**config.mk**
```make
export PLATFORM = sky130hd
export DESIGN_NAME = frame_buffer_queue_manager_unit
export DESIGN_NICKNAME = d
export VERILOG_FILES = /design/src/hw/rtl/fbq_pkg.sv /design/src/hw/rtl/fbq_seq.sv /design/src/hw/rtl/frame_buffer_queue_manager_unit.sv
export SDC_FILE = /design/constraint.sdc
export NUM_CORES = 1
export LEC_CHECK = 0
export BUFFER_PORTS_ARGS = -buffer_cell sky130_fd_sc_hd__buf_2
export CAP_MARGIN = 20
export CORE_AREA = 3 3 197 199
export DETAILED_ROUTE_END_ITERATION = 16
export DIE_AREA = 0 0 200 202
export GPL_ROUTABILITY_DRIVEN = 1
export SYNTH_ARGS = -nofsm -noshare
export SYNTH_HDL_FRONTEND = slang
export SYNTH_HIERARCHICAL = 1
export SYNTH_SLANG_ARGS = --single-unit
```
**constraint.sdc**
```tcl
create_clock -name i_clk -period 11.5 [get_ports i_clk]
set_input_delay 1.15 -clock i_clk [delete_from_list [all_inputs] [get_ports i_clk]]
set_output_delay 1.15 -clock i_clk [all_outputs]
set_load 0.005 [all_outputs]
```
**src/hw/rtl/fbq_pkg.sv**
```systemverilog
// Types, codes and microcode program shared by the frame buffer queue manager.
package fbq_pkg;

    localparam int unsigned FRAME_W   = 4;
    localparam int unsigned LIST_W    = 3;
    localparam int unsigned COUNT_W   = 5;
    localparam int unsigned NUM_LISTS = 5;
    localparam int unsigned UA_W      = 5;
    localparam int unsigned UA_DEPTH  = 25;

    typedef enum logic [2:0] {
        CMD_APPEND    = 3'd0,
        CMD_GET_HEAD  = 3'd1,
        CMD_PEEK_HEAD = 3'd2,
        CMD_PEEK_TAIL = 3'd3,
        CMD_MOVE      = 3'd4,
        CMD_ANY_FREE  = 3'd5,
        CMD_PICK      = 3'd6,
        CMD_FLUSH     = 3'd7
    } t_cmd;

    typedef enum logic [1:0] {
        ST_OK      = 2'd0,
        ST_EMPTY   = 2'd1,
        ST_ILLEGAL = 2'd2
    } t_status;

    // List codes; a frame state holds one of these or the invalid mark.
    localparam logic [LIST_W-1:0] L_FREE     = 3'd0;
    localparam logic [LIST_W-1:0] L_REQUEST  = 3'd1;
    localparam logic [LIST_W-1:0] S_INVALID  = 3'd5;

    typedef struct packed {
        t_cmd                cmd;
        logic [FRAME_W-1:0]  frame_num;
        logic [LIST_W-1:0]   list_sel;
        logic [LIST_W-1:0]   dest_list;
    } t_cmd_item;

    typedef struct packed {
        logic [FRAME_W-1:0]  out_frame;
        logic                found;
        t_status             status;
        logic [COUNT_W-1:0]  list_count;
    } t_result_item;

    // Datapath action of one microcode step.
    typedef enum logic [3:0] {
        UOP_NOP,
        UOP_CHK_APPEND,
        UOP_CHK_HEAD,
        UOP_CHK_MOVE,
        UOP_CHK_ANY,
        UOP_CHK_PICK,
        UOP_UNL_A,
        UOP_UNL_B,
        UOP_PUSH,
        UOP_FLUSH_ENT,
        UOP_FLUSH_LISTS,
        UOP_FIN
    } t_uop;

    // Update of the working list index at the end of a step.
    typedef enum logic [2:0] {
        LS_HOLD,
        LS_SEL,
        LS_DST,
        LS_FREE,
        LS_REQ,
        LS_STATE
    } t_lsel;

    // Sequencing: fall through, or jump always / on a flag.
    typedef enum logic [2:0] {
        C_SEQ,
        C_GO,
        C_BAD,
        C_PEEK,
        C_LOOP
    } t_cond;

    typedef struct packed {
        t_uop             uop;
        t_lsel            lsel;
        t_cond            cond;
        logic [UA_W-1:0]  jmp;
    } t_uword;

    typedef struct packed {
        logic bad;
        logic peek;
        logic more;
    } t_flags;

    localparam logic [UA_W-1:0] UA_APPEND = 5'd0;
    localparam logic [UA_W-1:0] UA_HEAD   = 5'd3;
    localparam logic [UA_W-1:0] UA_MOVE   = 5'd7;
    localparam logic [UA_W-1:0] UA_ANY    = 5'd12;
    localparam logic [UA_W-1:0] UA_PICK   = 5'd17;
    localparam logic [UA_W-1:0] UA_FLUSH  = 5'd22;
    localparam logic [UA_W-1:0] UA_FIN    = 5'd24;

    localparam t_uword UW_IDLE = '{UOP_NOP, LS_HOLD, C_SEQ, UA_FIN};

    localparam t_uword UCODE [UA_DEPTH] = '{
        // append
        '{UOP_NOP,         LS_HOLD,  C_SEQ,  UA_FIN},
        '{UOP_CHK_APPEND,  LS_HOLD,  C_BAD,  UA_FIN},
        '{UOP_PUSH,        LS_HOLD,  C_GO,   UA_FIN},
        // get / peek head / peek tail
        '{UOP_CHK_HEAD,    LS_HOLD,  C_PEEK, UA_FIN},
        '{UOP_NOP,         LS_HOLD,  C_SEQ,  UA_FIN},
        '{UOP_UNL_A,       LS_HOLD,  C_SEQ,  UA_FIN},
        '{UOP_UNL_B,       LS_HOLD,  C_GO,   UA_FIN},
        // move
        '{UOP_NOP,         LS_HOLD,  C_SEQ,  UA_FIN},
        '{UOP_CHK_MOVE,    LS_HOLD,  C_BAD,  UA_FIN},
        '{UOP_UNL_A,       LS_HOLD,  C_SEQ,  UA_FIN},
        '{UOP_UNL_B,       LS_DST,   C_SEQ,  UA_FIN},
        '{UOP_PUSH,        LS_SEL,   C_GO,   UA_FIN},
        // any to free
        '{UOP_NOP,         LS_HOLD,  C_SEQ,  UA_FIN},
        '{UOP_CHK_ANY,     LS_STATE, C_BAD,  UA_FIN},
        '{UOP_UNL_A,       LS_HOLD,  C_SEQ,  UA_FIN},
        '{UOP_UNL_B,       LS_FREE,  C_SEQ,  UA_FIN},
        '{UOP_PUSH,        LS_HOLD,  C_GO,   UA_FIN},
        // pick free head into request
        '{UOP_CHK_PICK,    LS_HOLD,  C_BAD,  UA_FIN},
        '{UOP_NOP,         LS_HOLD,  C_SEQ,  UA_FIN},
        '{UOP_UNL_A,       LS_HOLD,  C_SEQ,  UA_FIN},
        '{UOP_UNL_B,       LS_REQ,   C_SEQ,  UA_FIN},
        '{UOP_PUSH,        LS_HOLD,  C_GO,   UA_FIN},
        // flush, also run after reset
        '{UOP_FLUSH_ENT,   LS_HOLD,  C_LOOP, UA_FLUSH},
        '{UOP_FLUSH_LISTS, LS_HOLD,  C_SEQ,  UA_FIN},
        '{UOP_FIN,         LS_HOLD,  C_SEQ,  UA_FIN}
    };

    function automatic t_uword uword_at(logic [UA_W-1:0] a);
        t_uword w;
        if (32'(a) < UA_DEPTH) begin
            w = UCODE[a];
        end else begin
            w = UW_IDLE;
        end
        return w;
    endfunction

    function automatic logic [UA_W-1:0] entry_of(t_cmd c);
        logic [UA_W-1:0] a;
        unique case (c) inside
            CMD_APPEND:                                 a = UA_APPEND;
            CMD_GET_HEAD, CMD_PEEK_HEAD, CMD_PEEK_TAIL: a = UA_HEAD;
            CMD_MOVE:                                   a = UA_MOVE;
            CMD_ANY_FREE:                               a = UA_ANY;
            CMD_PICK:                                   a = UA_PICK;
            default:                                    a = UA_FLUSH;
        endcase
        return a;
    endfunction

endpackage

```
**src/hw/rtl/fbq_seq.sv**
```systemverilog
// Microcode sequencer: step counter, program table and conditional jumps.
module fbq_seq (
    input  logic                              i_clk,
    input  logic                              i_rst_n,
    input  logic                              i_accept,
    input  logic [fbq_pkg::UA_W-1:0]          i_entry,
    input  fbq_pkg::t_flags                   i_flags,
    output fbq_pkg::t_uword                   o_uword,
    output logic                              o_busy
);

    logic [fbq_pkg::UA_W-1:0] r_upc;
    logic [fbq_pkg::UA_W-1:0] n_upc;
    logic                     r_busy;
    logic                     n_busy;
    fbq_pkg::t_uword          w;
    logic                     take;

    assign w = r_busy ? fbq_pkg::uword_at(r_upc) : fbq_pkg::UW_IDLE;

    always_comb begin
        take = 1'b0;
        unique case (w.cond)
            fbq_pkg::C_SEQ:  take = 1'b0;
            fbq_pkg::C_GO:   take = 1'b1;
            fbq_pkg::C_BAD:  take = i_flags.bad;
            fbq_pkg::C_PEEK: take = i_flags.bad || i_flags.peek;
            fbq_pkg::C_LOOP: take = i_flags.more;
            default:         take = 1'b0;
        endcase

        n_upc  = r_upc;
        n_busy = r_busy;
        if (r_busy) begin
            n_upc = take ? w.jmp : r_upc + 1'b1;
            if (w.uop == fbq_pkg::UOP_FIN) begin
                n_busy = 1'b0;
            end
        end else if (i_accept) begin
            n_upc  = i_entry;
            n_busy = 1'b1;
        end
    end

    // Reset starts the flush program, which builds the free chain.
    always_ff @(posedge i_clk) begin
        if (!i_rst_n) begin
            r_upc  <= fbq_pkg::UA_FLUSH;
            r_busy <= 1'b1;
        end else begin
            r_upc  <= n_upc;
            r_busy <= n_busy;
        end
    end

    assign o_uword = w;
    assign o_busy  = r_busy;

endmodule

```
**src/hw/rtl/frame_buffer_queue_manager_unit.sv**
```systemverilog
// Top level of the frame buffer queue manager: list datapath, link memories, result port.
//
// Keeps NUM_FRAMES frame buffers in five linked lists (free, request, prepare,
// process, complete) and runs one command per transfer. A command is taken on a
// clock edge with start high and busy low; busy then stays high while a short
// microprogram walks the link memories, one step per cycle, and the result
// appears on o_result with o_done high for exactly one cycle, in the cycle that
// busy drops. The receiver cannot hold a result off, so sample it on the strobe.
// The step sequence follows from the registered reads of the next/prev/state
// link memories: each unlink needs one read of the frame's links and then one
// write per memory. After reset the block runs the flush program, a clearing
// pass with busy high and no result; after it every frame sits in the free
// list in index order. Any failing command (bad list, bad frame, illegal state
// or transition, empty list) leaves all lists untouched.
module frame_buffer_queue_manager_unit #(
    parameter int unsigned NUM_FRAMES = 16
) (
    input  logic                      i_clk,
    input  logic                      i_rst_n,
    input  logic                      start,
    input  fbq_pkg::t_cmd_item        i_item,
    output logic                      busy,
    output logic                      o_done,
    output fbq_pkg::t_result_item     o_result
);

    localparam int unsigned FW  = $clog2(NUM_FRAMES);
    localparam int unsigned CW  = $clog2(NUM_FRAMES + 1);
    localparam int unsigned LW  = fbq_pkg::LIST_W;
    localparam int unsigned OFW = fbq_pkg::FRAME_W;
    localparam int unsigned OCW = fbq_pkg::COUNT_W;
    localparam int unsigned NL  = fbq_pkg::NUM_LISTS;

    // Sequencer interface
    fbq_pkg::t_uword  uw;
    fbq_pkg::t_flags  flags;
    logic             seq_busy;
    logic             accept;

    // Captured command
    fbq_pkg::t_cmd    r_cmd,  n_cmd;
    logic [LW-1:0]    r_sel,  n_sel;
    logic [LW-1:0]    r_dst,  n_dst;
    logic             r_fok,  n_fok;

    // Working frame and list
    logic [FW-1:0]    r_fr,   n_fr;
    logic [LW-1:0]    r_lst,  n_lst;

    // Per-list head, tail and length, addressed through the working list (the list flush writes all)
    logic [FW-1:0]    r_head [NL];
    logic [FW-1:0]    n_head [NL];
    logic [FW-1:0]    r_tail [NL];
    logic [FW-1:0]    n_tail [NL];
    logic [CW-1:0]    r_len  [NL];
    logic [CW-1:0]    n_len  [NL];

    // Result in progress
    fbq_pkg::t_status r_status, n_status;
    logic             r_found,  n_found;
    logic [FW-1:0]    r_out,    n_out;
    logic             r_report;
    logic             r_done,   n_done;
    fbq_pkg::t_result_item r_res, n_res;

    // Link memories with registered reads at the working frame
    logic [FW-1:0]    r_link_next [NUM_FRAMES];
    logic [FW-1:0]    r_link_prev [NUM_FRAMES];
    logic [LW-1:0]    r_fstate    [NUM_FRAMES];
    logic [FW-1:0]    r_q_next;
    logic [FW-1:0]    r_q_prev;
    logic [LW-1:0]    r_q_state;

    logic             nx_we, pv_we, st_we;
    logic [FW-1:0]    nx_wa, nx_wd, pv_wa, pv_wd, st_wa;
    logic [LW-1:0]    st_wd;

    // Decoded views
    logic             lst_ok;
    logic             sel_ok;
    logic             move_ok;
    logic [FW-1:0]    cur_head;
    logic [FW-1:0]    cur_tail;
    logic [CW-1:0]    cur_len;
    logic             bad;
    logic [FW-1:0]    last_fr;

    assign accept  = start && !seq_busy;
    assign busy    = seq_busy;
    assign last_fr = FW'(NUM_FRAMES - 1);

    fbq_seq u_seq (
        .i_clk    (i_clk),
        .i_rst_n  (i_rst_n),
        .i_accept (accept),
        .i_entry  (fbq_pkg::entry_of(i_item.cmd)),
        .i_flags  (flags),
        .o_uword  (uw),
        .o_busy   (seq_busy)
    );

    always_comb begin
        lst_ok   = 32'(r_lst) < NL;
        sel_ok   = 32'(r_sel) < NL;
        cur_head = lst_ok ? r_head[r_lst] : '0;
        cur_tail = lst_ok ? r_tail[r_lst] : '0;
        cur_len  = lst_ok ? r_len[r_lst]  : '0;

        // Legal transitions: free to request, forward along the pipeline,
        // or any busy list back to free.
        move_ok = 1'b0;
        if (sel_ok && (32'(r_dst) < NL) && (r_sel != r_dst)) begin
            if (r_sel == fbq_pkg::L_FREE) begin
                move_ok = (r_dst == fbq_pkg::L_REQUEST);
            end else begin
                move_ok = (r_dst == fbq_pkg::L_FREE) || (r_dst > r_sel);
            end
        end
    end

    always_comb begin
        n_cmd    = r_cmd;
        n_sel    = r_sel;
        n_dst    = r_dst;
        n_fok    = r_fok;
        n_fr     = r_fr;
        n_lst    = r_lst;
        n_head   = r_head;
        n_tail   = r_tail;
        n_len    = r_len;
        n_status = r_status;
        n_found  = r_found;
        n_out    = r_out;
        n_done   = 1'b0;
        n_res    = r_res;
        bad      = 1'b0;

        nx_we = 1'b0;  nx_wa = r_fr;  nx_wd = r_q_next;
        pv_we = 1'b0;  pv_wa = r_fr;  pv_wd = r_q_prev;
        st_we = 1'b0;  st_wa = r_fr;  st_wd = fbq_pkg::S_INVALID;

        flags.peek = (r_cmd != fbq_pkg::CMD_GET_HEAD);
        flags.more = (r_fr != last_fr);

        // Capture a new command.
        if (accept) begin
            n_cmd    = i_item.cmd;
            n_sel    = i_item.list_sel;
            n_dst    = i_item.dest_list;
            n_fok    = 32'(i_item.frame_num) < NUM_FRAMES;
            n_fr     = (i_item.cmd == fbq_pkg::CMD_FLUSH) ? '0 : FW'(i_item.frame_num);
            n_lst    = (i_item.cmd == fbq_pkg::CMD_ANY_FREE ||
                        i_item.cmd == fbq_pkg::CMD_PICK ||
                        i_item.cmd == fbq_pkg::CMD_FLUSH) ? fbq_pkg::L_FREE : i_item.list_sel;
            n_status = fbq_pkg::ST_OK;
            n_found  = 1'b0;
            n_out    = '0;
        end

        unique case (uw.uop)
            fbq_pkg::UOP_NOP: begin
            end
            fbq_pkg::UOP_CHK_APPEND: begin
                bad = !sel_ok || !r_fok || (r_q_state != fbq_pkg::S_INVALID);
                if (bad) n_status = fbq_pkg::ST_ILLEGAL;
            end
            fbq_pkg::UOP_CHK_HEAD: begin
                bad = !sel_ok || (cur_len == '0);
                if (!sel_ok) begin
                    n_status = fbq_pkg::ST_ILLEGAL;
                end else if (cur_len == '0) begin
                    n_status = fbq_pkg::ST_EMPTY;
                end else begin
                    n_found = 1'b1;
                    n_out   = (r_cmd == fbq_pkg::CMD_PEEK_TAIL) ? cur_tail : cur_head;
                    n_fr    = cur_head;
                end
            end
            fbq_pkg::UOP_CHK_MOVE: begin
                bad = !r_fok || !move_ok || (r_q_state != r_sel);
                if (bad) n_status = fbq_pkg::ST_ILLEGAL;
            end
            fbq_pkg::UOP_CHK_ANY: begin
                bad = !r_fok || (r_q_state == fbq_pkg::L_FREE) || (32'(r_q_state) >= NL);
                if (bad) n_status = fbq_pkg::ST_ILLEGAL;
            end
            fbq_pkg::UOP_CHK_PICK: begin
                bad = (cur_len == '0);
                if (bad) begin
                    n_status = fbq_pkg::ST_EMPTY;
                    // Report the request list count even when nothing moves.
                    n_lst    = fbq_pkg::L_REQUEST;
                end else begin
                    n_found = 1'b1;
                    n_out   = cur_head;
                    n_fr    = cur_head;
                end
            end
            fbq_pkg::UOP_UNL_A: begin
                // Bypass the frame on the forward chain.
                if (cur_head == r_fr) begin
                    n_head[r_lst] = r_q_next;
                end else begin
                    nx_we = 1'b1;
                    nx_wa = r_q_prev;
                    nx_wd = r_q_next;
                end
            end
            fbq_pkg::UOP_UNL_B: begin
                // Bypass it on the backward chain and mark it taken.
                if (cur_tail == r_fr) begin
                    n_tail[r_lst] = r_q_prev;
                end else begin
                    pv_we = 1'b1;
                    pv_wa = r_q_next;
                    pv_wd = r_q_prev;
                end
                if (cur_len != '0) n_len[r_lst] = cur_len - 1'b1;
                st_we = 1'b1;
                st_wd = fbq_pkg::S_INVALID;
            end
            fbq_pkg::UOP_PUSH: begin
                if (cur_len == '0) begin
                    n_head[r_lst] = r_fr;
                end else begin
                    nx_we = 1'b1;
                    nx_wa = cur_tail;
                    nx_wd = r_fr;
                    pv_we = 1'b1;
                    pv_wd = cur_tail;
                end
                n_tail[r_lst] = r_fr;
                n_len[r_lst]  = cur_len + 1'b1;
                st_we = 1'b1;
                st_wd = r_lst;
            end
            fbq_pkg::UOP_FLUSH_ENT: begin
                nx_we = 1'b1;
                nx_wd = (r_fr == last_fr) ? '0 : r_fr + 1'b1;
                pv_we = 1'b1;
                pv_wd = (r_fr == '0) ? last_fr : r_fr - 1'b1;
                st_we = 1'b1;
                st_wd = fbq_pkg::L_FREE;
                n_fr  = (r_fr == last_fr) ? '0 : r_fr + 1'b1;
            end
            fbq_pkg::UOP_FLUSH_LISTS: begin
                for (int i = 0; i < NL; i++) begin
                    n_head[i] = '0;
                    n_tail[i] = '0;
                    n_len[i]  = '0;
                end
                n_tail[fbq_pkg::L_FREE] = last_fr;
                n_len[fbq_pkg::L_FREE]  = CW'(NUM_FRAMES);
            end
            fbq_pkg::UOP_FIN: begin
                n_done = r_report;
                n_res.out_frame  = OFW'(r_out);
                n_res.found      = r_found;
                n_res.status     = r_status;
                n_res.list_count = OCW'(cur_len);
            end
            default: begin
            end
        endcase

        // Advance the working list unless a check just failed.
        if (!bad) begin
            unique case (uw.lsel)
                fbq_pkg::LS_HOLD:  n_lst = n_lst;
                fbq_pkg::LS_SEL:   n_lst = r_sel;
                fbq_pkg::LS_DST:   n_lst = r_dst;
                fbq_pkg::LS_FREE:  n_lst = fbq_pkg::L_FREE;
                fbq_pkg::LS_REQ:   n_lst = fbq_pkg::L_REQUEST;
                fbq_pkg::LS_STATE: n_lst = r_q_state;
                default:           n_lst = n_lst;
            endcase
        end

        flags.bad = bad;
    end

    // Control state; reset points the working frame at the start of the pass.
    always_ff @(posedge i_clk) begin
        if (!i_rst_n) begin
            r_done   <= 1'b0;
            r_report <= 1'b0;
            r_fr     <= '0;
            r_lst    <= fbq_pkg::L_FREE;
        end else begin
            r_done   <= n_done;
            r_fr     <= n_fr;
            r_lst    <= n_lst;
            if (accept) r_report <= 1'b1;
        end
    end

    // Payload and list registers; the reset pass rebuilds the lists.
    always_ff @(posedge i_clk) begin
        r_cmd    <= n_cmd;
        r_sel    <= n_sel;
        r_dst    <= n_dst;
        r_fok    <= n_fok;
        r_head   <= n_head;
        r_tail   <= n_tail;
        r_len    <= n_len;
        r_status <= n_status;
        r_found  <= n_found;
        r_out    <= n_out;
        r_res    <= n_res;
    end

    always_ff @(posedge i_clk) begin
        if (nx_we) r_link_next[nx_wa] <= nx_wd;
        r_q_next <= r_link_next[r_fr];
    end

    always_ff @(posedge i_clk) begin
        if (pv_we) r_link_prev[pv_wa] <= pv_wd;
        r_q_prev <= r_link_prev[r_fr];
    end

    always_ff @(posedge i_clk) begin
        if (st_we) r_fstate[st_wa] <= st_wd;
        r_q_state <= r_fstate[r_fr];
    end

    assign o_done   = r_done;
    assign o_result = r_res;

`ifndef SYNTHESIS
    // The strobe comes in the cycle the sequencer has already gone idle.
    a_done_idle: assert property (@(posedge i_clk) disable iff (!i_rst_n)
        o_done |-> !busy)
        else $error("result strobe while busy");

    // A transfer in starts the sequencer.
    a_accept_busy: assert property (@(posedge i_clk) disable iff (!i_rst_n)
        (start && !busy) |=> busy)
        else $error("accepted command did not start the sequencer");

    // A failing command reports no frame.
    a_fail_clean: assert property (@(posedge i_clk) disable iff (!i_rst_n)
        (o_done && (o_result.status != fbq_pkg::ST_OK)) |->
            (!o_result.found && (o_result.out_frame == '0)))
        else $error("failed command reported a frame");

    // A reported frame only comes with an ok status.
    a_found_ok: assert property (@(posedge i_clk) disable iff (!i_rst_n)
        (o_done && o_result.found) |-> (o_result.status == fbq_pkg::ST_OK))
        else $error("frame reported with error status");
`endif

endmodule
```
==> After elaboration in Yosys (flattened, before gate mapping) <==
Memories as Yosys holds them, arrays and structs flattened. A register that Yosys moved wholly into a read port is not among the register bits.
Index checks and enable logic that the tools add are counted.
{ "word_totals": {"word_cells": 219, "rom_bits": 480, "input_bits": 16, "mem_bits_rw": 176, "ff_bits": 108, "mem_count": 4} }
{ "mem_list": {"columns": ["name", "words", "width", "read_ports", "rd_clocked_by_memory_dff", "wr", "line", "rtl"], "rows": [
  ["(no name shown)", 32, 15, 1, 0, 0, "fbq_pkg.sv:142", "w = UCODE[a];"],
  ["r_link_next", 16, 4, 1, 1, 1, "frame_buffer_queue_manager_unit.sv:67", "logic [FW-1:0] r_link_next [NUM_FRAMES];"],
  ["r_link_prev", 16, 4, 1, 1, 1, "frame_buffer_queue_manager_unit.sv:68", "logic [FW-1:0] r_link_prev [NUM_FRAMES];"],
  ["r_fstate", 16, 3, 1, 1, 1, "frame_buffer_queue_manager_unit.sv:69", "logic [LW-1:0] r_fstate [NUM_FRAMES];"]
]} }
{ "classes": {"n_addsub": 5, "n_bitwise": 2, "reduce_logical": 31, "n_lt_le_gt_ge": 9, "mux": 96, "eq_ne": 41} }
{ "op_table": {"columns": ["op", "n"], "rows": [
  ["$pmux W20 S3", 2],
  ["$mux W4", 24],
  ["$bwmux W20", 4],
  ["$pmux W25 S3", 1],
  ["$mux W15", 4],
  ["$mux W20", 3],
  ["$bwmux W25", 2],
  ["$mux W5", 7],
  ["$pmux W4 S2", 4],
  ["$mux W25", 1],
  ["$pmux W5 S5", 1],
  ["$bmux W4 S3", 2],
  ["$eq A3 B2 Y1 const B", 7],
  ["$eq A3 B3 Y1 const B", 7],
  ["$eq A4 B4 Y1 const B", 5],
  ["$mux W1", 18],
  ["$eq A4 B3 Y1 const B", 4],
  ["$bmux W5 S3", 1],
  ["$demux W5 S3", 1],
  ["$mux W3", 5],
  ["$pmux W3 S5", 1],
  ["$demux W4 S3", 1],
  ["$eq A3 B1 Y1 const B", 4],
  ["$logic_not A3 Y1", 4],
  ["40 further kinds", 71]
]} }

==> Depth between registers and ports, before layout <==
{ "logic_depth": {"depth_word": 12, "mapped_depth": 17} }

==> Hierarchy <==
The synthesis kept the hierarchy.
{ "modules_own_cells": {"columns": ["module", "instances", "seq_area_each_um2", "cells_each", "area_per_inst_um2"], "rows": [
  ["frame_buffer_queue_manager_unit", 1, 8408.1, 1051, 13889.6],
  ["fbq_seq", 1, 120.1, 113, 934.6]
]} }

==> Least setup slack after synthesis <==
OpenSTA, ideal clock, no wires.
{ "synth_path": {"path_type": "register -> register", "from": "register u_seq/r_upc[0] in the netlist's numbering", "to": "memory r_link_next[11][0] in the netlist's numbering, enable pin", "t_arrival_ps": 3485, "stages_incl_launch_ff": 14, "synth_period_minus_slack_ps": 3852, "t_required_ps": 11133, "path_slack_ps": 7648, "cell_sequence": "dfxtp_1 -> inv_1 -> ha_1 -> or2_2 -> mux4_2 -> o22ai_1 -> nor2_1 -> nand2b_1 -> or2b_2 -> nand2_1 -> a21oi_1 -> a211o_1 -> buf_6 -> nor3b_1"} }
{ "synth_rtl": {"columns": ["item", "line", "rtl"], "rows": [
  ["start: declaration", "fbq_seq.sv:12", "logic [fbq_pkg::UA_W-1:0] r_upc;"],
  ["start signal: assignment", "fbq_seq.sv:48", "r_upc <= fbq_pkg::UA_FLUSH;"],
  ["start signal: assignment", "fbq_seq.sv:51", "r_upc <= n_upc;"],
  ["end: declaration", "frame_buffer_queue_manager_unit.sv:67", null]
]} }

==> results.md <==
* Outcome: complete, no violations
* GRT overflow at 0
* TritonCTS Buffers at 31
* Final worst setup slack at 6720 ps
* Vias in the first global route at between 9000 and 10000
* Crit path DAT at around 5000 ps
* I/O pins at 30
* Max Slew Vio Count at 0
* DR pass1 iterations at 5
* Die X at 200 um
* CTS root buf: clkbuf_16
* Die Area at approximately 0.040 mm^2
* Area grow syn2layout at 11.2%
* Post-CTS sizing at 0
* Worst slack, placed at 6780 ps
* Bufs on Longest Clock Path at 3
* Final hold viol count at 0
* Antenna diode count at 0
* Final setup vio count at 0
* Fillers at about 3400
* Min Tclk post-route at between 4000 and 5000 ps
* Largest net degree at the start of global routing at 60
* Chip height at between 200 and 250 um
* Via count at slightly below 10000
* GRT Total Usage at around 18%
* Synth Warn # at 6
* Clock sink count at approximately 300
* Required @ worst endpoint at approximately 12000 ps
* Layout cells sized above 1 at a little under a fifth
* Port-buffer cells at 29
* Syn Inst Count at 1156
* Worst Max-Slew Pin Slew at 1060 ps
* Final hold slack at roughly 450 ps
* FP Rows at roughly 70
* Postcts setup bufs at 0
* WL/cell at about 21 um
* RSZ-0062 raised after global routing: no
* Initial Utilization at 39.5%
* Worst Setup Start Kind: flip-flop
* Initial DRC Count at roughly 830
* CTS Hold Bufs at 0
* R2r setup slk at between 6000 and 7000 ps
* # DRC at 0
* CP max FO at 38
* DP HPWL at about 25 mm
* Worst slew margin at 29.1%
* Crit end category: flip-flop
* Nets at 1203
* Clock slew at reported path FFs at ~60 ps
* H-tree levels at 1
* Achievable frequency at approximately 0.21 GHz
* First-pass GRT wire length at 56.2 mm
* Initial antenna violation count at 0
* CTS tree: built
* Routed Antenna Nets at 0
* Worst-skew pair later-pin latency at ~590 ps
* Final period utilization at around two fifths
* Max Cap Violations at 0
* RD Place Congestion at approximately 0.87
* Worst Path Class, Setup: reg2reg
* Core ar. at approximately 0.037 mm^2
* Final setup TNS at 0 ps
* Detailed-route wire length at about 36 mm
* Hold Path Class: reg2reg
* Via/cell ratio at about 5.7
* Syn nets at 1189
* Syn avg cell area at roughly 13 um^2
* Clock Skews at 11.7 ps
* Syn Std Cell Area at around 0.015 mm^2
[metrics by stage]
step / std cells / util, % / instance area (um^2)
after floorplan: 1156 / - / 14800
after global placement: 1645 / 41.0 / 15300
after detailed placement: 1645 / 41.0 / 15300
after CTS: 1703 / 43.9 / 16400
after global routing: 1706 / 43.9 / 16400
final: 1706 / 43.9 / 16400
[final cells by class]
cell class                      count  area (um^2)  share of cell area (%)
Clock inverter                     22          264                    1.61
Sequential cell                   295         8530                    51.9
Tap cell                          511          639                    3.89
Inverter                           30          113                   0.685
Timing Repair Buffer               48          294                    1.79
Multi-Input combinational cell    764         5800                    35.3
Clock buffer                       36          795                    4.83
[cell usage in the layout, fill, tap and decap left out, types with 30 or more instances in the layout]
cell type    n
nor2_1     128
clkbuf_16   31
o21ai_0     69
mux4_2      60
dfxtp_1     30
a21oi_1     64
edfxtp_1   262
mux2i_1     40
nand2_1     83
o22ai_1     31
[per-layer routing]
layer  global-route usage, %  share of wire (%)  vias to the layer above
li1                        -                  -                     4498
met3                    2.80                6.2                       79
met1                    24.8                 44                     4816
met4                    6.66                3.6                        0
met5                       0                  0                        -
met2                    28.3                 46                      365
[worst paths after layout]
kind / cells past startpoint / start / to
setup reg to reg: 15 / u_seq/r_upc[0]$_SDFFE_PN0P_ / r_link_next[15][2]$_DFFE_PP_
hold / removal: 0 / r_status[0]$_DFF_P_ / o_result[5]$_DFFE_PN_
hold reg to reg: 0 / r_status[0]$_DFF_P_ / o_result[5]$_DFFE_PN_
setup / recovery: 15 / u_seq/r_upc[0]$_SDFFE_PN0P_ / r_link_next[15][2]$_DFFE_PP_
[critical path: stages, from the launching register on]
cell	delay, ps
dfxtp_1	490
inv_1	180
ha_1	310
or2_2	310
mux4_2	460
o22ai_1	220
nor2_1	60
buf_4	220
or3_1	360
buf_4	280
nor2_1	150
o31a_1	230
a311oi_1	90
o32ai_2	320
o21ai_2	180
nor3b_1	520
Power is not shown: default switching activity piles up to over one toggle a cycle in this logic, so the estimate is an artifact.
